==> src/ogcm_pkg.sv <==
`timescale 1ns / 1ps
package ogcm_pkg;

    // fixed field widths
    localparam int OP_W        = 3;
    localparam int COORD_IN_W  = 9;
    localparam int SIDE_IN_W   = 7;
    localparam int OWNER_IN_W  = 8;
    localparam int GRID_W_W    = 8;
    localparam int GRID_H_W    = 7;
    localparam int CFG_IDX_W   = 1;
    localparam int CFG_DATA_W  = 8;

    // parameter defaults
    localparam int DEF_MAX_COLUMNS   = 128;
    localparam int DEF_MAX_ROWS      = 64;
    localparam int DEF_MAX_RECT_SIDE = 64;
    localparam int DEF_OWNER_BITS    = 8;

    localparam logic [GRID_W_W-1:0] GRID_WIDTH_RST  = 8'd128;
    localparam logic [GRID_H_W-1:0] GRID_HEIGHT_RST = 7'd64;

    typedef logic [OP_W-1:0]      op_t;
    typedef logic [CFG_IDX_W-1:0] cfg_idx_t;

    localparam op_t OP_CLEAR = 3'd0;
    localparam op_t OP_STAMP = 3'd1;
    localparam op_t OP_ERASE = 3'd2;
    localparam op_t OP_CHECK = 3'd3;
    localparam op_t OP_MOVE  = 3'd4;

    localparam cfg_idx_t CFG_GRID_WIDTH  = 1'd0;
    localparam cfg_idx_t CFG_GRID_HEIGHT = 1'd1;

    // controller -> datapath
    typedef struct packed {
        logic accept;     // capture request word
        logic lin_clear;  // restart linear sweep
        logic clr_go;     // write free at sweep address, advance
        logic ers_go;     // read at sweep address for erase, advance
        logic rect_init;  // load rectangle walkers
        logic rect_go;    // visit current rectangle cell, advance
        logic post;       // load result register
    } cmd_t;

    // datapath -> controller
    typedef struct packed {
        op_t  op;
        logic lin_last;
        logic rect_last;
        logic rect_empty;
        logic res_free;
    } sts_t;

endpackage

==> src/ogcm_ctrl.sv <==
`timescale 1ns / 1ps
module ogcm_ctrl (
    input  logic          clk,
    input  logic          rst_n,
    input  logic          req_valid,
    output logic          req_ready,
    input  ogcm_pkg::sts_t sts,
    output ogcm_pkg::cmd_t cmd
);
    import ogcm_pkg::*;

    typedef enum logic [8:0] {
        ST_INIT   = 9'b000000001,
        ST_IDLE   = 9'b000000010,
        ST_SETUP  = 9'b000000100,
        ST_CLEAR  = 9'b000001000,
        ST_ERASE  = 9'b000010000,
        ST_EDRAIN = 9'b000100000,
        ST_RECT   = 9'b001000000,
        ST_DRAIN  = 9'b010000000,
        ST_DONE   = 9'b100000000
    } state_t;

    state_t state_reg, state_next;

    always_ff @(posedge clk or negedge rst_n)
    begin
        if (!rst_n)
        begin
            state_reg <= ST_INIT;
        end
        else
        begin
            state_reg <= state_next;
        end
    end

    assign req_ready = (state_reg == ST_IDLE);

    always_comb
    begin
        state_next = state_reg;
        cmd        = '0;
        case (state_reg)
            ST_INIT:
            begin
                // clearing pass after reset
                cmd.clr_go = 1'b1;
                if (sts.lin_last)
                begin
                    state_next = ST_IDLE;
                end
            end
            ST_IDLE:
            begin
                if (req_valid)
                begin
                    cmd.accept = 1'b1;
                    state_next = ST_SETUP;
                end
            end
            ST_SETUP:
            begin
                cmd.lin_clear = 1'b1;
                cmd.rect_init = 1'b1;
                case (sts.op) inside
                    OP_CLEAR:           state_next = ST_CLEAR;
                    OP_ERASE, OP_MOVE:  state_next = ST_ERASE;
                    OP_STAMP, OP_CHECK: state_next = sts.rect_empty ? ST_DONE : ST_RECT;
                    default:            state_next = ST_DONE;
                endcase
            end
            ST_CLEAR:
            begin
                cmd.clr_go = 1'b1;
                if (sts.lin_last)
                begin
                    state_next = ST_DONE;
                end
            end
            ST_ERASE:
            begin
                cmd.ers_go = 1'b1;
                if (sts.lin_last)
                begin
                    state_next = ST_EDRAIN;
                end
            end
            ST_EDRAIN:
            begin
                // last erase write lands here
                if (sts.op == OP_MOVE && !sts.rect_empty)
                begin
                    state_next = ST_RECT;
                end
                else
                begin
                    state_next = ST_DONE;
                end
            end
            ST_RECT:
            begin
                cmd.rect_go = 1'b1;
                if (sts.rect_last)
                begin
                    state_next = ST_DRAIN;
                end
            end
            ST_DRAIN:
            begin
                state_next = ST_DONE;
            end
            ST_DONE:
            begin
                if (sts.res_free)
                begin
                    cmd.post   = 1'b1;
                    state_next = ST_IDLE;
                end
            end
            default:
            begin
                state_next = ST_INIT;
            end
        endcase
    end

endmodule

==> config.mk <==
export PLATFORM = sky130hd
export DESIGN_NAME = ogcm_ctrl
export DESIGN_NICKNAME = d
export VERILOG_FILES = /design/src/ogcm_pkg.sv /design/src/ogcm_ctrl.sv
export SDC_FILE = /design/constraint.sdc
export NUM_CORES = 1
export LEC_CHECK = 0
export BUFFER_PORTS_ARGS = -buffer_cell sky130_fd_sc_hd__buf_4
export CAP_MARGIN = 20
export CORE_MARGIN = 4
export CORE_UTILIZATION = 50
export DETAILED_ROUTE_END_ITERATION = 8
export PLACE_DENSITY = 0.82
export SLEW_MARGIN = 20
export SYNTH_ARGS = -nofsm -noshare
export SYNTH_HDL_FRONTEND = slang
export SYNTH_SLANG_ARGS = --single-unit
==> constraint.sdc <==
create_clock -name clk -period 2.5 [get_ports clk]
set_clock_uncertainty 0.05 [all_clocks]
set_input_delay 0.5 -clock clk [delete_from_list [all_inputs] [get_ports clk]]
set_output_delay 0.5 -clock clk [all_outputs]
set_load 0.02 [all_outputs]
==> results.json <==
{
  "outcome": "finished clean",
  "syn-num-nets": 88,
  "period_needed_ps": 2450,
  "post-place-cells": 104,
  "drtAntennaViolNets": 0,
  "grt-ovfl-total": 0,
  "drv_slew": 0,
  "r2r_end": "state_reg[1]",
  "fmax_mhz": 409,
  "nFillCells": 110,
  "post-route-util": 0.670,
  "p_clk_frac": 0.178,
  "tightest_slew_ps": 475,
  "stdcell_count": 111,
  "io_pins": 18,
  "p_int_w": 0.000376,
  "p_sw_frac": 0.411,
  "yosys_warnings": 0,
  "cts_buffers": 3,
  "p_seq_frac": 0.355,
  "fin_hold_ws_ps": 4.90,
  "endpoint_kind": "output port",
  "worstSetupPathType": "reg -> out",
  "drcViolationCount": 0,
  "die_area_sq_mm": 0.00207,
  "clk_pin_slew_ps": 60,
  "cts.sinks": 9,
  "grt_usage": 0.178,
  "drive_gt1_frac": 0.354,
  "antenna_cells": 0,
  "via_count": 663,
  "row_count": 13,
  "cp.buffers_inverters": 2,
  "required_ps": 1950,
  "chipHeight_um": 45.5,
  "wl_um": 1710,
  "cts_root_buffer": "clkbuf_4",
  "worst_path_max_delay_cell": "or4_4",
  "cts-root-to-sink-buffers": 2,
  "initial_utilization": 0.534,
  "worstSetupStartpointType": "flop",
  "slew_headroom": 0.680,
  "grt_pass1_vias": 595,
  "cts_max_level": 1,
  "wl_per_cell_um": 15.4,
  "drv_cap": 0,
  "cp_top_family": "simple AND/OR/NAND/NOR gates",
  "post-route-period-util": 0.978,
  "cts_tree": "built",
  "die_w_um": 45.5,
  "syn_inst": 78,
  "rsz0062_at_grt": "true",
  "synthDistinctLibCells": 35,
  "regToRegSetupSlack_ps": 610,
  "gp_congestion": 0.825,
  "dp_hpwl_um": 1310,
  "pwr-share-comb": 0.467,
  "grt_pass1_wl_um": 2670,
  "setup_viol": 0,
  "multi_input_area_sq_um": 437,
  "powerDensity_mw_per_mm2": 722,
  "area_growth_pct": 25.6,
  "final_hold_viol_count": 0,
  "regArea_sq_um": 229,
  "insertion_delay_ps": 250,
  "ys.flop_type": "dfrtp_1",
  "grt_max_degree": 10,
  "antenna_found_initial": 0,
  "vias_per_cell": 5.97,
  "ys_seq_elements": 9,
  "crit_fanout": 5,
  "first_pass_iters": 4,
  "worst-r2r-cell-count": 5,
  "post-route-cell-area_sq_um": 883,
  "dpl-instance-area_sq_um": 815,
  "nets": 107,
  "drt-initial-drc-count": 33,
  "hold_path_class": "in -> async",
  "coreArea_sq_mm": 0.00132,
  "synth_edf_count": 0,
  "synth-seq-area-share": 0.322,
  "port_buffers": 17,
  "largest_register_ffs": 9,
  "cp.arrival_ps": 1900,
  "syn_area_sq_um": 703,
  "r2r-start": "state_reg[5]",
  "worst_path_largest_cell_delay_ps": 550,
  "synth.avg_cell_area_sq_um": 9.02,
  "cp_cell_sequence": "or4_4 -> nor3_4 -> nand3_2 -> inv_2 -> and2_4 -> buf_6",
  "synth_async_sr_flop_share": 1.00,
  "p_sw_w": 0.000262,
  "leakage_nw": 0.414,
  "max-vdd-ir-drop_v": 0.000322
}
through the flow:
| step | total power (W) | setup TNS, ps | setup WS (ps) |
|---|---|---|---|
| 3_3_place_gp | 0.000501 | 0 | 308 |
| 6_report | 0.000638 | 0 | 54.6 |
| 5_1_grt | 0.000674 | -15.4 | -15.4 |
| 4_1_cts | 0.000621 | 0 | 3.30 |
| 2_1_floorplan | 0.000420 | 0 | 300 |
| 3_5_place_dp | 0.000508 | 0 | 276 |
layout by cell type, fill, tap and decap left out, types with 3 or more instances in the layout:
cell type / netlist / final
buf_4: 2 / 19
nor2_1: 11 / 11
dfrtp_1: 8 / 6
nand4_1: 5 / 5
inv_1: 4 / 4
xor2_1: 4 / 4
nand2_1: 3 / 3
and2_1: 4 / 3
nand4b_1: 3 / 3
clkbuf_4: 0 / 3
cells in the mapped netlist, types with 2 or more instances:
cell / number / share of area
xnor2_1: 2 / 0.025
and2_1: 4 / 0.036
o32ai_1: 2 / 0.025
o21ai_1: 2 / 0.014
nor3b_1: 2 / 0.021
xor2_1: 4 / 0.050
and4_1: 2 / 0.025
dfrtp_1: 8 / 0.28
a21oi_1: 2 / 0.014
nor2_1: 11 / 0.059
nand4_1: 5 / 0.044
nand2_1: 3 / 0.016
buf_4: 2 / 0.021
inv_1: 4 / 0.021
buf_2: 3 / 0.021
nand4b_1: 3 / 0.037
power by group through the flow:
stage          logic (W)  registers [W]  clock network [W]
6_report        0.000298       0.000226           0.000113
2_1_floorplan   0.000223       0.000197                  0
3_5_place_dp    0.000282       0.000226                  0
4_1_cts         0.000283       0.000223           0.000115
5_1_grt         0.000322       0.000230           0.000122
3_3_place_gp    0.000278       0.000224                  0
timing repair:
action	in CTS	in global routing
hold endpoints to repair	0	0
pin swaps	0	4
endpoints found under the setup margin	1	1
hold buffers	0	0
resized for setup	1	5
setup buffers	0	3
final cells by class:
type / instances / area share
tap: 15 / 0.0212
sequential: 9 / 0.259
clock buffer: 4 / 0.0297
inverter: 5 / 0.0212
multi-input combinational: 58 / 0.494
timing repair buffer: 20 / 0.174
routing by layer:
layer,routed length (um),up-vias,part of all wire,track usage
met4,13,0,0.0076,0.0702
met2,816,32,0.48,0.262
met5,0,-,0,0
met1,741,302,0.43,0.258
li1,-,327,-,-
met3,135,2,0.079,0.0277
worst max path at each step:
stage / startpoint / end / slack (ps) / depth (start not counted)
2_1_floorplan: state_reg[5] / cmd[6] / 300 / 5
3_3_place_gp: state_reg[5] / cmd[6] / 310 / 6
3_5_place_dp: state_reg[5] / cmd[6] / 280 / 6
4_1_cts: state_reg[4] / cmd[6] / 3 / 6
5_1_grt: state_reg[5] / cmd[6] / -20 / 6
6_report: state_reg[5] / cmd[6] / 50 / 6
logic make-up after synthesis:
| group | synth area share |
|---|---|
| DFF | 0.322 |
| xor gates and xnor gates | 0.0747 |
| and+or+nand+nor | 0.381 |
| buffers and inverters | 0.0765 |
| AOI/OAI and AO/OA | 0.146 |
Power figures use the tool's default switching activity.
